`config.mk`:
```
export PLATFORM = sky130hd
export DESIGN_NAME = spi_frame_receiver_with_timeouts_top
export DESIGN_NICKNAME = d
export VERILOG_FILES = /design/src/rtl/core/sfrt_pkg.sv /design/src/rtl/core/sfrt_sample_queue.sv /design/src/rtl/core/sfrt_frame_engine.sv /design/src/rtl/core/spi_frame_receiver_with_timeouts_top.sv
export SDC_FILE = /design/constraint.sdc
export NUM_CORES = 1
export LEC_CHECK = 0
export BUFFER_PORTS_ARGS = -buffer_cell sky130_fd_sc_hd__buf_2
export CAP_MARGIN = 25
export CORE_UTILIZATION = 37
export CTS_CLUSTER_SIZE = 28
export DETAILED_ROUTE_END_ITERATION = 12
export PLACE_DENSITY = 0.52
export SYNTH_ARGS = -nofsm -noshare
export SYNTH_HDL_FRONTEND = slang
export SYNTH_SLANG_ARGS = --single-unit
```
`constraint.sdc`:
```
create_clock -name i_clk -period 12.35 [get_ports i_clk]
set_input_delay 0.6175 -clock i_clk [delete_from_list [all_inputs] [get_ports i_clk]]
set_output_delay 0.6175 -clock i_clk [all_outputs]
set_load 0.05 [all_outputs]
```
`src/rtl/core/sfrt_pkg.sv`:
```
// Shared types and constants for the SPI frame receiver with timeouts.
// No dependencies; imported by the sample queue, frame engine and top level.
`default_nettype none

package sfrt_pkg;

    localparam int BYTE_W    = 8;
    localparam int COUNT_W   = 24;
    localparam int CFG_IDX_W = 1;
    localparam int STATUS_W  = 2;
    localparam int FIELD_W   = 3;

    localparam logic [COUNT_W-1:0] WAIT_TIMEOUT_RST = 24'd48000;
    localparam logic [COUNT_W-1:0] GAP_LIMIT_RST    = 24'd24000;

    localparam logic [CFG_IDX_W-1:0] CFG_WAIT_TIMEOUT = 1'd0;
    localparam logic [CFG_IDX_W-1:0] CFG_GAP_LIMIT    = 1'd1;

    localparam logic [STATUS_W-1:0] ST_OK         = 2'd0;
    localparam logic [STATUS_W-1:0] ST_GAP_LONG   = 2'd1;
    localparam logic [STATUS_W-1:0] ST_CS_TIMEOUT = 2'd2;
    localparam logic [STATUS_W-1:0] ST_CLK_TIMEOUT = 2'd3;

    typedef struct packed {
        logic chip_select;
        logic serial_clock;
        logic serial_data;
        logic command_select;
    } t_sample;

    typedef struct packed {
        logic [BYTE_W-1:0]   frame_byte;
        logic                command_flag;
        logic [FIELD_W-1:0]  command_code;
        logic [FIELD_W-1:0]  command_arg;
        logic [STATUS_W-1:0] status;
    } t_result;

endpackage

`default_nettype wire

```
`src/rtl/core/sfrt_sample_queue.sv`:
```
// Two-entry queue of pin samples between the input channel and the frame engine.
// Depends on sfrt_pkg for the sample type.
`default_nettype none

module sfrt_sample_queue
    import sfrt_pkg::*;
(
    input  wire logic    i_clk,
    input  wire logic    i_rst_n,
    input  wire logic    i_valid,
    input  wire t_sample i_sample,
    output logic         o_ready,
    input  wire logic    i_pop,
    output logic         o_valid,
    output t_sample      o_sample
);

    localparam int DEPTH = 2;
    localparam int PTR_W = $clog2(DEPTH);
    localparam int CNT_W = $clog2(DEPTH + 1);

    t_sample            r_mem [DEPTH];
    logic [PTR_W-1:0]   r_wr;
    logic [PTR_W-1:0]   r_rd;
    logic [CNT_W-1:0]   r_count;
    logic               push;
    logic               pop;

    assign o_ready  = (r_count != CNT_W'(DEPTH));
    assign o_valid  = (r_count != '0);
    assign o_sample = r_mem[r_rd];
    assign push     = i_valid && o_ready;
    assign pop      = i_pop && o_valid;

    always_ff @(posedge i_clk) begin
        if (push) begin
            r_mem[r_wr] <= i_sample;
        end
    end

    always_ff @(posedge i_clk) begin
        if (!i_rst_n) begin
            r_wr    <= '0;
            r_rd    <= '0;
            r_count <= '0;
        end else begin
            if (push) begin
                r_wr <= (r_wr == PTR_W'(DEPTH - 1)) ? '0 : r_wr + 1'b1;
            end
            if (pop) begin
                r_rd <= (r_rd == PTR_W'(DEPTH - 1)) ? '0 : r_rd + 1'b1;
            end
            case ({push, pop})
                2'b10:   r_count <= r_count + 1'b1;
                2'b01:   r_count <= r_count - 1'b1;
                default: r_count <= r_count;
            endcase
        end
    end

endmodule

`default_nettype wire

```
`src/rtl/core/sfrt_frame_engine.sv`:
```
// Frame engine: chip-select hunt, clock edge shifting, wait and gap timeouts,
// configuration registers and the output register. Depends on sfrt_pkg.
`default_nettype none

module sfrt_frame_engine
    import sfrt_pkg::*;
#(
    parameter int FRAME_BITS = 8
) (
    input  wire logic                 i_clk,
    input  wire logic                 i_rst_n,
    input  wire logic                 i_cfg_we,
    input  wire logic [CFG_IDX_W-1:0] i_cfg_index,
    input  wire logic [COUNT_W-1:0]   i_cfg_data,
    input  wire logic                 i_sample_valid,
    input  wire t_sample              i_sample,
    output logic                      o_pop,
    input  wire logic                 i_out_ready,
    output logic                      o_out_valid,
    output t_result                   o_result
);

    localparam int BITS_W = $clog2(FRAME_BITS + 1);

    typedef enum logic [1:0] {
        PH_CS_HIGH,
        PH_CS_LOW,
        PH_CLK_LOW,
        PH_CLK_HIGH
    } t_phase;

    logic [COUNT_W-1:0] r_wait_timeout;
    logic [COUNT_W-1:0] r_gap_limit;

    t_phase             r_phase,  n_phase;
    logic [BYTE_W-1:0]  r_shift,  n_shift;
    logic [BITS_W-1:0]  r_bits,   n_bits;
    logic [COUNT_W-1:0] r_wait,   n_wait;
    logic [COUNT_W-1:0] r_gap,    n_gap;
    logic               r_first,  n_first;
    logic               r_out_valid;
    t_result            r_result, n_result;
    logic               n_emit;

    logic               fire;
    logic               in_clk;
    logic [COUNT_W:0]   elapsed;
    logic [COUNT_W:0]   gap;
    logic [BYTE_W-1:0]  shifted;
    logic [BITS_W-1:0]  bits_inc;

    assign fire        = i_sample_valid && (!r_out_valid || i_out_ready);
    assign o_pop       = fire;
    assign o_out_valid = r_out_valid;
    assign o_result    = r_result;

    assign in_clk   = (r_phase == PH_CLK_LOW) || (r_phase == PH_CLK_HIGH);
    assign elapsed  = {1'b0, r_wait} + 1'b1;
    assign gap      = {1'b0, r_gap} + 1'b1;
    assign shifted  = {r_shift[BYTE_W-2:0], i_sample.serial_data};
    assign bits_inc = r_bits + 1'b1;

    function automatic logic [COUNT_W-1:0] sat24(input logic [COUNT_W:0] v);
        sat24 = v[COUNT_W] ? '1 : v[COUNT_W-1:0];
    endfunction

    function automatic t_result pack_result(input logic [BYTE_W-1:0]   b,
                                            input logic                cmd,
                                            input logic [STATUS_W-1:0] st);
        t_result r;
        r.frame_byte   = b;
        r.command_flag = cmd;
        r.command_code = b[BYTE_W-1 -: FIELD_W];
        r.command_arg  = b[FIELD_W-1:0];
        r.status       = st;
        pack_result    = r;
    endfunction

    always_comb begin
        n_phase  = r_phase;
        n_shift  = r_shift;
        n_bits   = r_bits;
        n_wait   = r_wait;
        n_gap    = r_gap;
        n_first  = r_first;
        n_result = r_result;
        n_emit   = 1'b0;

        if (r_first && in_clk) begin
            n_gap = sat24(gap);
        end

        if (elapsed > {1'b0, r_wait_timeout}) begin
            n_emit   = 1'b1;
            n_result = pack_result(r_shift, 1'b0, in_clk ? ST_CLK_TIMEOUT : ST_CS_TIMEOUT);
        end else begin
            n_wait = sat24(elapsed);
            case (r_phase)
                PH_CS_HIGH: begin
                    if (i_sample.chip_select) begin
                        n_phase = PH_CS_LOW;
                    end
                end
                PH_CS_LOW: begin
                    if (!i_sample.chip_select) begin
                        n_phase = PH_CLK_LOW;
                        n_wait  = '0;
                        n_shift = '0;
                        n_bits  = '0;
                        n_gap   = '0;
                        n_first = 1'b0;
                    end
                end
                PH_CLK_LOW: begin
                    if (!i_sample.serial_clock) begin
                        n_phase = PH_CLK_HIGH;
                    end
                end
                PH_CLK_HIGH: begin
                    if (i_sample.serial_clock) begin
                        n_shift = shifted;
                        n_bits  = bits_inc;
                        n_first = 1'b1;
                        n_gap   = '0;
                        n_wait  = '0;
                        n_phase = PH_CLK_LOW;
                        if (r_first && (gap >= {1'b0, r_gap_limit})) begin
                            n_emit   = 1'b1;
                            n_result = pack_result(shifted, 1'b0, ST_GAP_LONG);
                        end else if (bits_inc >= BITS_W'(FRAME_BITS)) begin
                            n_emit   = 1'b1;
                            n_result = pack_result(shifted, i_sample.command_select, ST_OK);
                        end
                    end
                end
                default: begin
                    n_phase = PH_CS_HIGH;
                end
            endcase
        end

        if (n_emit) begin
            n_phase = PH_CS_HIGH;
            n_shift = '0;
            n_bits  = '0;
            n_wait  = '0;
            n_gap   = '0;
            n_first = 1'b0;
        end
    end

    always_ff @(posedge i_clk) begin
        if (!i_rst_n) begin
            r_wait_timeout <= WAIT_TIMEOUT_RST;
            r_gap_limit    <= GAP_LIMIT_RST;
            r_phase        <= PH_CS_HIGH;
            r_shift        <= '0;
            r_bits         <= '0;
            r_wait         <= '0;
            r_gap          <= '0;
            r_first        <= 1'b0;
            r_out_valid    <= 1'b0;
        end else begin
            if (i_cfg_we) begin
                case (i_cfg_index)
                    CFG_WAIT_TIMEOUT: r_wait_timeout <= i_cfg_data;
                    CFG_GAP_LIMIT:    r_gap_limit    <= i_cfg_data;
                    default:          r_gap_limit    <= r_gap_limit;
                endcase
            end
            if (fire) begin
                r_phase <= n_phase;
                r_shift <= n_shift;
                r_bits  <= n_bits;
                r_wait  <= n_wait;
                r_gap   <= n_gap;
                r_first <= n_first;
            end
            if (fire && n_emit) begin
                r_out_valid <= 1'b1;
            end else if (i_out_ready) begin
                r_out_valid <= 1'b0;
            end
        end
        if (fire && n_emit) begin
            r_result <= n_result;
        end
    end

endmodule

`default_nettype wire

```
`src/rtl/core/spi_frame_receiver_with_timeouts_top.sv`:
```
// SPI frame receiver with timeouts, top level.
// Depends on sfrt_pkg, sfrt_sample_queue and sfrt_frame_engine.
//
// Usage:
//   Input channel: one beat per tick carries the sampled chip select (active
//   low), serial clock, data and command/data pins. Output channel: one beat
//   per finished frame or error, with the byte, its kind, the command
//   code/argument split and a status (ok, gap too long, chip-select timeout,
//   clock timeout). Every error restarts the hunt for chip select.
//   Config port: i_cfg_index 0 = wait timeout, 1 = clock gap limit, written
//   when i_cfg_we is high; take effect on the next sample processed.
//   Output: a result beat, if any, is registered as the engine takes the
//   sample from the queue. Throughput: one sample per cycle while no result
//   beat is held waiting for i_out_ready.
//   Reset: synchronous, active low; restores the default limits (48000 and
//   24000 ticks), restarts the chip-select hunt, drops all queued samples.
//   Stall: while a result beat is not taken the engine holds; the two-entry
//   sample queue fills up, then o_in_ready goes low.
`default_nettype none

module spi_frame_receiver_with_timeouts_top
    import sfrt_pkg::*;
#(
    parameter int FRAME_BITS = 8
) (
    input  wire logic                 i_clk,
    input  wire logic                 i_rst_n,
    input  wire logic                 i_cfg_we,
    input  wire logic [CFG_IDX_W-1:0] i_cfg_index,
    input  wire logic [COUNT_W-1:0]   i_cfg_data,
    input  wire logic                 i_in_valid,
    output logic                      o_in_ready,
    input  wire logic                 i_chip_select,
    input  wire logic                 i_serial_clock,
    input  wire logic                 i_serial_data,
    input  wire logic                 i_command_select,
    output logic                      o_out_valid,
    input  wire logic                 i_out_ready,
    output logic [BYTE_W-1:0]         o_frame_byte,
    output logic                      o_command_flag,
    output logic [FIELD_W-1:0]        o_command_code,
    output logic [FIELD_W-1:0]        o_command_arg,
    output logic [STATUS_W-1:0]       o_status
);

    t_sample in_sample;
    t_sample q_sample;
    logic    q_valid;
    logic    q_pop;
    t_result result;

    assign in_sample.chip_select    = i_chip_select;
    assign in_sample.serial_clock   = i_serial_clock;
    assign in_sample.serial_data    = i_serial_data;
    assign in_sample.command_select = i_command_select;

    sfrt_sample_queue u_queue (
        .i_clk    (i_clk),
        .i_rst_n  (i_rst_n),
        .i_valid  (i_in_valid),
        .i_sample (in_sample),
        .o_ready  (o_in_ready),
        .i_pop    (q_pop),
        .o_valid  (q_valid),
        .o_sample (q_sample)
    );

    sfrt_frame_engine #(
        .FRAME_BITS (FRAME_BITS)
    ) u_engine (
        .i_clk          (i_clk),
        .i_rst_n        (i_rst_n),
        .i_cfg_we       (i_cfg_we),
        .i_cfg_index    (i_cfg_index),
        .i_cfg_data     (i_cfg_data),
        .i_sample_valid (q_valid),
        .i_sample       (q_sample),
        .o_pop          (q_pop),
        .i_out_ready    (i_out_ready),
        .o_out_valid    (o_out_valid),
        .o_result       (result)
    );

    assign o_frame_byte   = result.frame_byte;
    assign o_command_flag = result.command_flag;
    assign o_command_code = result.command_code;
    assign o_command_arg  = result.command_arg;
    assign o_status       = result.status;

    a_error_not_command: assert property (@(posedge i_clk) disable iff (!i_rst_n)
        (o_out_valid && (o_status != ST_OK)) |-> !o_command_flag)
        else $error("error beat flagged as command");

    a_fields_match_byte: assert property (@(posedge i_clk) disable iff (!i_rst_n)
        o_out_valid |-> ((o_command_code == o_frame_byte[7:5])
                         && (o_command_arg == o_frame_byte[2:0])))
        else $error("command fields disagree with byte");

    a_clean_after_reset: assert property (@(posedge i_clk) disable iff (!i_rst_n)
        $rose(i_rst_n) |-> (o_in_ready && !o_out_valid))
        else $error("state not clear after reset");

endmodule

`default_nettype wire
```
Yosys cells after proc, flatten, opt, wreduce, memory -nomap -nowiden

Memory sizes are Yosys's and may differ from the RTL's. A register that Yosys moved wholly into a read port is not among the register bits.
Index checks and enable logic that the tools add are counted.

Flip-flop bits (word level): 133
RAM bits: 8
Input port bits: 34
Word-level logic and storage cells: 118
Memories: 1
Output and inout port bits: 19

Equal/unequal tests: 11
Order comparisons: 3
$add $sub $neg: 7
Reductions and logical operators: 23
Bitwise logic cells: 1
Multiplexer cells: 55

Memory list:

| name          | words | bits a word | rd ports | clocked after Yosys merged registers in | write ports | RTL line                | text |
|---|---|---|---|---|---|---|---|
| u_queue.r_mem | 2     | 4           | 1        | 1                                       | 1           | sfrt_sample_queue.sv:22 | `t_sample r_mem [DEPTH];` |

Operators by type and width:

| cell                                                  | count |
|---|---|
| 2-to-1 mux 24 bit                                     | 11 |
| one-hot mux 24 bit (2 select lines)                   | 2 |
| 2-to-1 mux 17 bit                                     | 5 |
| adder 24 x 1 -> 25 bit, second input constant         | 2 |
| 2-to-1 mux 8 bit                                      | 4 |
| >= comparator 25 x 24 -> 1 bit                        | 1 |
| > comparator 25 x 24 -> 1 bit                         | 1 |
| 2-to-1 mux 1 bit                                      | 18 |
| 2-to-1 mux 4 bit                                      | 4 |
| one-hot mux 8 bit (2 select lines)                    | 1 |
| 2-to-1 mux 2 bit                                      | 6 |
| nonzero test 2 bit                                    | 5 |
| one-hot mux 2 bit (4 select lines)                    | 1 |
| one-hot mux 4 bit (2 select lines)                    | 1 |
| equality test 2 bit, second input constant            | 3 |
| logical AND 1 bit                                     | 6 |
| inequality test 3 x 1 -> 1 bit, second input constant | 2 |
| inequality test 3 bit, second input constant          | 2 |
| AND reduction 2 bit                                   | 3 |
| AND reduction 6 bit                                   | 1 |
| nonzero test 3 bit                                    | 2 |
| AND reduction 5 bit                                   | 1 |
| adder 4 x 1 -> 4 bit, second input constant           | 1 |
| equality test 2 x 1 -> 1 bit, second input constant   | 2 |
| other kinds (13)                                      | 15 |

Depth between registers and ports, before layout

Gate-level depths: netlist of the first run.

Depth in word-level cells: 9
Gate-level depth with buffers: 17

Hierarchy

From an unflattened synthesis of the first run, not the netlist that was laid out.

Cell total of the unflattened synthesis: 878
Area, all modules: 7544.7 µm²

By module, submodules not included:

| module            | area an instance (µm²) | instances | cells each |
|---|---|---|---|
| sfrt_frame_engine | 7033.0                 | 1         | 841 |
| sfrt_sample_queue | 511.7                  | 1         | 37 |

Least setup slack after synthesis of the first run

No wires, ideal clock.

Path type: reg-to-reg
From: register u_engine.r_gap[2]
To: register u_engine.r_result, in the netlist u_engine.o_result[0], enable pin
Arrival time: 3.866 ns
Path buffers: 1
Path slack: 8.102 ns
Setup time: 0.381 ns
Stages on the path, launching flop included: 16
Cell sequence: dfxtp_1 -> and3_1 -> clkbuf_1 -> nand3_2 -> nor4_4 -> nand3_1 -> or2_1 -> xnor2_1 -> ha_1 -> nand3_1 -> or4_1 -> a21oi_1 -> o21a_1 -> nor3_2 -> o21a_4 -> nor2_1

Longest elaborated chain between the ends: 9
Elaborated cells between the ends (all ways): 10
Classes of those cells: add/sub (1); order compare (1); mux (4); reduce/logical (4)

RTL lines:

| item                             | RTL line                 | text |
|---|---|---|
| start, declared                  | sfrt_frame_engine.sv:39  | `logic [COUNT_W-1:0] r_gap, n_gap;` |
| start signal, assigned           | sfrt_frame_engine.sv:176 | `r_gap <= n_gap;` |
| adder 24 x 1 -> 25 bit *         | sfrt_frame_engine.sv:59  | `assign gap = {1'b0, r_gap} + 1'b1;` |
| >= comparator 25 x 24 -> 1 bit * | sfrt_frame_engine.sv:127 | `if (r_first && (gap >= {1'b0, r_gap_limit})) begin` |
| logical AND 1 bit *              | sfrt_frame_engine.sv:127 |  |
| 2-to-1 mux 1 bit                 | sfrt_frame_engine.sv:127 |  |
| 2-to-1 mux 1 bit                 | sfrt_frame_engine.sv:120 | `if (i_sample.serial_clock) begin` |
| 2-to-1 mux 1 bit                 | sfrt_frame_engine.sv:98  | `case (r_phase)` |
| 2-to-1 mux 1 bit                 | sfrt_frame_engine.sv:93  | `if (elapsed > {1'b0, r_wait_timeout}) begin` |
| logical AND 1 bit                | sfrt_frame_engine.sv:185 | `if (fire && n_emit) begin` |
| AND reduction 4 bit (no line) *  | n/a                      |  |
| end signal, assigned             | sfrt_frame_engine.sv:186 | `r_result <= n_result;` |
| end, declared                    | sfrt_frame_engine.sv:42  | `t_result r_result, n_result;` |

Mark *: on every way between the ends. The rest lies on a longest branch, timed or not.
A chain may end at the register's enable or synchronous reset.

Worst setup path after layout of the first run

From: register u_engine.r_wait[0]
To: register u_engine.r_gap[11]

Longest elaborated chain between the ends: 4
Elaborated cells between the ends (all ways): 5
Classes of those cells: add/sub (1); order compare (1); mux (3)

RTL lines:

| item                                                         | RTL line                 | text |
|---|---|---|
| start, declared                                              | sfrt_frame_engine.sv:38  | `logic [COUNT_W-1:0] r_wait, n_wait;` |
| start signal, assigned                                       | sfrt_frame_engine.sv:175 | `r_wait <= n_wait;` |
| adder 24 x 1 -> 25 bit *                                     | sfrt_frame_engine.sv:58  | `assign elapsed = {1'b0, r_wait} + 1'b1;` |
| > comparator 25 x 24 -> 1 bit *                              | sfrt_frame_engine.sv:93  |  |
| 2-to-1 mux 24 bit / 2-to-1 mux 1 bit (equally long branches) | sfrt_frame_engine.sv:93  |  |
| 2-to-1 mux 24 bit *                                          | sfrt_frame_engine.sv:142 | `if (n_emit) begin` |

Marked as above.

==> results of run 1 <==
-- stage by stage --
| step | total power, mW | instance area, µm² | hold slack, ns | utilization, % |
|---|---|---|---|---|
| floorplan | 0.6207 | 7557 | 0.4306 | - |
| global placement | 0.6818 | 7939 | 0.4532 | 40.26 |
| detailed placement | 0.6825 | 7939 | 0.4511 | 40.26 |
| CTS | 1.223 | 8557 | 0.3698 | 43.40 |
| global route | 1.266 | 8600 | 0.3657 | 43.61 |
| finish | 1.207 | 8600 | 0.3886 | 43.61 |
-- where the power goes --
| group | internal (mW) | total, mW | leakage, nW | switching, mW |
|---|---|---|---|---|
| combinational | 0.0614 | 0.185 | 2.13 | 0.124 |
| clock | 0.323 | 0.536 | 0.295 | 0.213 |
| sequential | 0.470 | 0.486 | 1.11 | 0.0162 |
-- worst max path at each step --
stage	from	end	depth (start not counted)
6_report	u_engine.r_wait[0]$_SDFFE_PN0P_	u_engine.r_gap[11]$_SDFFE_PN0P_	15
5_1_grt	u_engine.r_wait[0]$_SDFFE_PN0P_	u_engine.r_gap[11]$_SDFFE_PN0P_	15
4_1_cts	u_engine.r_gap[0]$_SDFFE_PN0P_	u_engine.o_result[7]$_DFFE_PP_	15
3_5_place_dp	u_engine.r_gap[0]$_SDFFE_PN0P_	u_engine.o_result[7]$_DFFE_PP_	15
3_3_place_gp	u_engine.r_gap[0]$_SDFFE_PN0P_	u_engine.o_result[7]$_DFFE_PP_	15
2_1_floorplan	u_engine.r_gap[2]$_SDFFE_PN0P_	u_engine.o_result[0]$_DFFE_PP_	15
-- layer usage --
metal  vias up  share of wire [%]  track usage, %
met4         0               0.88           5.532
met3        11                3.4           3.145
met5         -                  0               0
met1      2779                 49           23.46
met2        99                 47           30.29
li1       3163                  -               -
-- sequential cells by signal (all words and copies together) (netlist names), 2 cells and up, named ones only --
name and flops:
u_engine.r_gap 24, u_engine.r_gap_limit 24, u_engine.r_wait 24, u_engine.r_wait_timeout 24, u_engine.o_result 11, u_engine.r_shift 8
u_queue.r_mem 8, u_engine.r_bits 4, u_engine.r_phase 2, u_queue.r_count 2
-- layout make-up --
cell class / instances / area [µm²]
clock buffers: 17 / 425.4
flip-flops and latches: 136 / 2913
well taps: 265 / 331.6
clock inverters: 15 / 192.7
repair buffers: 60 / 340.3
fillers: 1954 / 11120
multi-input cells: 649 / 4194
inverters: 54 / 202.7
-- synth_stat cells, types with 3 or more instances --
library cell | number | area share (%)
o21ai_0 | 35 | 2.3
and3_1 | 16 | 1.3
nor3_1 | 5 | 0.33
o21a_1 | 7 | 0.70
and4_1 | 6 | 0.70
a21oi_1 | 34 | 2.3
dfxtp_1 | 117 | 31
nor2b_1 | 5 | 0.41
clkbuf_1 | 35 | 1.7
a311oi_1 | 4 | 0.46
o31ai_1 | 3 | 0.30
ha_1 | 52 | 8.6
xnor2_1 | 35 | 4.1
nand2b_1 | 5 | 0.41
a31oi_1 | 3 | 0.25
nand3_1 | 43 | 2.8
o211ai_1 | 29 | 2.9
nor2_1 | 31 | 1.5
buf_4 | 7 | 0.70
mux2i_1 | 4 | 0.53
inv_1 | 53 | 2.6
a22o_1 | 10 | 1.2
nand2_1 | 178 | 8.8
buf_2 | 7 | 0.46
nand4_1 | 14 | 1.2
and2_1 | 10 | 0.83
a21boi_0 | 55 | 5.5
xor2_1 | 12 | 1.4
a21o_1 | 9 | 0.89
edfxtp_1 | 19 | 7.5
-- logic make-up after synthesis --
group / count (synthesis)
buffers and inverters: 107
AOI/OAI and AO/OA: 206
xor gates and xnor gates: 47
muxes: 6
DFF: 136
and+or+nand+nor: 338
adders and majority gates: 52
==> flow_metrics.env, run 1 <==
export IMPL_critPathKind="flop to flop"
export IMPL_yosysSeqAreaShare_pct=38.54
export IMPL_path_buf_inv=1
export IMPL_max_freq_mhz=209.9
export IMPL_root_buffer="clkbuf_16"
export IMPL_arrival_ns=5.11
export IMPL_synthDistinctLibCells=68
export IMPL_timing_rr_end="u_engine.r_gap[11]$_SDFFE_PN0P_"
export IMPL_drc_errors=0
export IMPL_ys_ff_latch=136
export IMPL_fin_ws_ns=7.587
export IMPL_path_max_fanout=15
export IMPL_cts_setup_buffers=0
export IMPL_cp_slowest_cell="o31ai_2"
export IMPL_tightest_slew_ns=0.9595
export IMPL_start_util_pct=38.33
export IMPL_synth_top_family_by_area="simple AND/OR/NAND/NOR gates"
export IMPL_drive_gt1_share_pct=12.14
export IMPL_tns_ns=0
export IMPL_n_antenna_cell=0
export IMPL_skew_ns=0.008888
export IMPL_area_growth_pct=13.79
export IMPL_synth_simple_area_share_pct=21.82
export IMPL_post_drt_wl_per_cell_um=15.20
export IMPL_path_clk_slew_ns=0.06
export IMPL_setup_viol=0
export IMPL_rr_worst_depth=15
export IMPL_clock_sink_count=136
export IMPL_pwr_density_cell_nw_per_um2=140.4
export IMPL_hpwl_um=12900
export IMPL_place_inst=1161
export IMPL_gp_congestion=0.7946
export IMPL_final_cells=1196
export IMPL_core_um2=19720
export IMPL_required_ns=12.70
export IMPL_synth_compound_area_share_pct=18.71
export IMPL_ys_warn_count=0
export IMPL_status="completed"
export IMPL_critical_path_top_delay_family="simple AND/OR/NAND/NOR gates"
export IMPL_drtIter0Drc=307
export IMPL_synthMuxAreaShare_pct=0.8775
export IMPL_final_cell_mix="nand2_1 (178), dfxtp_1 (117), a21boi_0 (55), inv_1 (53)"
export IMPL_synthFlopType="dfxtp_1"
export IMPL_drt_pass1_iter_count=5
export IMPL_cts_resized=0
export IMPL_rsz0062_at_grt="false"
export IMPL_r2r_slack_ns=7.59
export IMPL_gr_total_overflow=0
export IMPL_max_cap_viol_count=0
export IMPL_ant_nets=0
export IMPL_hold_path_class="input port to flop"
export IMPL_layout_nets=1004
export IMPL_viasPerCell=5.060
export IMPL_grt_pass1_vias=5824
export IMPL_clock_path_buffers=2
export IMPL_rr_startpoint="u_engine.r_wait[0]$_SDFFE_PN0P_"
export IMPL_synth_adder_area_share_pct=8.609
export IMPL_slew_headroom_pct=35.65
export IMPL_ir_drop_mv=0.1043
export IMPL_hold_viol=0
export IMPL_min_delay_path_depth=1
export IMPL_ctsHoldBuffers=0
export IMPL_place_ws_ns=7.259
export IMPL_slew_viol_final=0
export IMPL_dieArea_um2=21000
export IMPL_postSynthCellCount=892
export IMPL_antenna_found_initial=0
export IMPL_worstSkewPairLatency_ns=0.42
export IMPL_endpoint_kind="flop"
export IMPL_critPathLaunchType="flop"
export IMPL_cts_inserted_buffers=17
export IMPL_io_pins=53
export IMPL_vias=6052
export IMPL_grt_max_degree=73
export IMPL_die_h_um=144.9
export IMPL_grt_pass1_wl_um=30240
export IMPL_min_to="u_queue.r_mem[1][3]$_DFFE_PP_"
export IMPL_p_leak_nw=3.536
export IMPL_dieWidth_um=144.9
export IMPL_grt_usage_pct=18.05
export IMPL_async_flop_share_pct=0
export IMPL_synthXorXnorAreaFrac_pct=5.447
export IMPL_core_rowCount=51
export IMPL_syn_num_nets=978
export IMPL_htree_num_levels=4
export IMPL_syn_mean_instance_area_um2=8.472
export IMPL_synth_edf_count=19
export IMPL_slowest_delay_ns=0.90
export IMPL_cts_tree="built"
export IMPL_io_buffers=52
export IMPL_finalCritPeriodShare_pct=38.57
export IMPL_path_cells="ha_1 > nand3_1 > and4bb_1 > nand2_1 > xnor2_1 > ha_1 > and3_1 > a221oi_1 > nand3_1 > and4b_1 > or2_4 > inv_1 > o31ai_2 > o21bai_1 > o2bb2ai_1"
export IMPL_layout_commonest_cell="nand2_1"
export IMPL_synth_area_um2=7557
export IMPL_hp_start="i_chip_select"
export IMPL_fin_crit_ns=4.763
export IMPL_drt_total_wl_um=18180
Power figures use the tool's default switching activity.
==> run 2, diff against run 1 <==
--- a/config.mk
+++ b/config.mk
@@ -10,7 +10,7 @@
 export CORE_UTILIZATION = 37
 export CTS_CLUSTER_SIZE = 28
 export DETAILED_ROUTE_END_ITERATION = 12
-export PLACE_DENSITY = 0.52
+export PLACE_DENSITY = 0.54
 export SYNTH_ARGS = -nofsm -noshare
 export SYNTH_HDL_FRONTEND = slang
 export SYNTH_SLANG_ARGS = --single-unit
==> constraint.sdc (replaced) <==
create_clock -name i_clk -period 4.1 [get_ports i_clk]
set_input_delay 0.205 -clock i_clk [delete_from_list [all_inputs] [get_ports i_clk]]
set_output_delay 0.205 -clock i_clk [all_outputs]
set_load 0.05 [all_outputs]
==> run 2 against run 1 <==
Hold slack worse by 0.36 ns. Sequential power grew to 3.0 times the previous value. Power grew to 3.0 times the previous value. Count of clock-buffer cells in the layout stayed put. Register-to-register slack worse by 7.4 ns. Global-route usage is 0.067 points higher. Routed wire length is 0.19% higher.
==> flow_metrics.env, run 2 (same netlist as run 1, synthesis figures left out) <==
export IMPL_status="completed"
export IMPL_n_antenna_cell=0
export IMPL_gp_congestion=0.8209
export IMPL_place_inst=1200
export IMPL_vias=6216
export IMPL_p_leak_nw=3.747
export IMPL_antenna_found_initial=0
export IMPL_path_max_fanout=10
export IMPL_root_buffer="clkbuf_16"
export IMPL_start_util_pct=38.33
export IMPL_grt_usage_pct=18.12
export IMPL_cts_tree="built"
export IMPL_path_clk_slew_ns=0.06
export IMPL_clock_sink_count=136
export IMPL_power_net_switching_mw=1.050
export IMPL_finalCritPeriodShare_pct=95.03
export IMPL_drive_gt1_share_pct=16.48
export IMPL_p_comb_share_pct=15.8
export IMPL_whs_ns=0.03347
export IMPL_pwr_density_cell_nw_per_um2=399.9
export IMPL_io_buffers=52
export IMPL_drt_total_wl_um=18220
export IMPL_endpoint_kind="flop"
export IMPL_arrival_ns=4.27
export IMPL_grt_pass1_wl_um=30630
export IMPL_setup_viol=0
export IMPL_die_h_um=144.9
export IMPL_slowest_delay_ns=0.52
export IMPL_hold_path_class="input port to flop"
export IMPL_viasPerCell=5.029
export IMPL_drt_pass1_iter_count=4
export IMPL_worstSkewPairLatency_ns=0.42
export IMPL_io_pins=53
export IMPL_critPathKind="flop to flop"
export IMPL_tns_ns=0
export IMPL_fillCellCount=1963
export IMPL_ant_nets=0
export IMPL_htree_num_levels=4
export IMPL_core_um2=19720
export IMPL_fin_crit_ns=3.896
export IMPL_max_cap_viol_count=0
export IMPL_skew_ns=0.009401
export IMPL_clockPowerShare_pct=43.2
export IMPL_cts_setup_buffers=0
export IMPL_final_cells=1236
export IMPL_fin_util_pct=45.23
export IMPL_core_rowCount=51
export IMPL_path_cells="nand4_2 > buf_4 > nor2_1 > nand4_1 > nor3_1 > buf_4 > nand3_1 > xnor2_1 > ha_1 > nand4_1 > nor2_1 > a221o_1 > or4_4 > nor3_2 > o21a_4 > and4_4 > mux2_4"
export IMPL_p_int_mw=2.516
export IMPL_clock_path_buffers=2
export IMPL_grt_max_degree=64
export IMPL_drtIter0Drc=288
export IMPL_layout_commonest_cell="nand2_1"
export IMPL_final_cell_mix="nand2_1 (178), dfxtp_1 (116), a21boi_0 (55), inv_1 (53)"
export IMPL_dieArea_um2=21000
export IMPL_slew_headroom_pct=32.16
export IMPL_hold_viol=0
export IMPL_slew_viol_final=0
export IMPL_post_drt_wl_per_cell_um=14.74
export IMPL_required_ns=4.47
export IMPL_tightest_slew_ns=1.018
export IMPL_critPathLaunchType="flop"
export IMPL_drc_errors=0
export IMPL_max_freq_mhz=256.6
export IMPL_dieWidth_um=144.9
export IMPL_sw_frac_of_total_pct=29.44
export IMPL_layout_nets=1044
export IMPL_hpwl_um=13390
export IMPL_grt_pass1_vias=5998
export IMPL_cp_slowest_cell="or4_4"
export IMPL_p_seq_share_pct=41.0
export IMPL_ir_drop_mv=0.3069
export IMPL_area_growth_pct=18.01
export IMPL_cts_inserted_buffers=17
export IMPL_gr_total_overflow=0
-- run 2: cell count changes in the layout (fill, tap and decap cells not counted), moves of 2 or more --
cell,previous run,this run
inv_6,4,7
buf_4,7,43
clkinvlp_4,3,1
dlygate4sd3_1,0,4
nor2_1,31,29
inv_8,2,0
nor2_2,1,3
-- run 2: per-layer routing --
layer | vias up | global-route usage, % | part of all wire [%]
li1 | 3240 | - | -
met1 | 2871 | 23.28 | 48
met2 | 84 | 30.07 | 47
met3 | 21 | 3.428 | 2.8
met4 | 0 | 6.543 | 1.5
met5 | - | 0 | 0
-- run 2: worst max-delay path: cells and delay by family (launching register included) --
family	cells	cell delay [ns]
and+or+nand+nor	10	1.91
AOI/OAI and AO/OA	2	0.46
adders and majority gates	1	0.32
muxes	1	0.16
xor gates and xnor gates	1	0.30
buffers and inverters	2	0.32
DFF	1	0.38
-- run 2: timing repair --
action	4_1_cts	5_1_grt
endpoints found under the setup margin	0	41
hold buffers	4	0
gates resized for setup	0	11
hold endpoints to repair	8	0
-- run 2: cell type report --
class	instances	area, µm²	area share, %
Multi-Input combinational cell	649	4237	47.50
Inverter	54	202.7	2.273
Clock inverter	15	165.2	1.852
Timing Repair Buffer	100	643.1	7.211
Tap cell	265	331.6	3.718
Sequential cell	136	2914	32.67
Clock buffer	17	425.4	4.770
-- run 2: final timing paths --
check | from | end | slack, ns | depth (start not counted)
min | i_cfg_data[8] | u_engine.r_gap_limit[8]$_SDFFE_PN1P_ | 0.03 | 3
max reg2reg | u_engine.r_gap[10]$_SDFFE_PN0P_ | u_engine.r_bits[0]$_SDFFE_PN0P_ | 0.20 | 17
min reg2reg | u_engine.r_gap_limit[17]$_SDFFE_PN0P_ | u_engine.r_gap_limit[17]$_SDFFE_PN0P_ | 0.46 | 2
max | u_engine.r_gap[10]$_SDFFE_PN0P_ | u_engine.r_bits[0]$_SDFFE_PN0P_ | 0.20 | 17
-- run 2: through the flow --
step / setup slack, ns / total power [mW] / cell area, µm²
floorplan: 0.06254 / 1.871 / 7560
global placement: 0.1078 / 2.049 / 8247
detailed placement: 0.05114 / 2.049 / 8247
CTS: 0.02188 / 3.604 / 8877
global route: -0.005297 / 3.729 / 8919
finish: 0.2036 / 3.566 / 8919
-- run 2: power by group through the flow --
stage          registers [mW]  logic, mW  clock network (mW)
2_1_floorplan            1.48      0.388                   0
3_3_place_gp             1.49      0.559                   0
3_5_place_dp             1.49      0.557                   0
4_1_cts                  1.46      0.564                1.58
5_1_grt                  1.47      0.629                1.63
6_report                 1.46      0.563                1.54
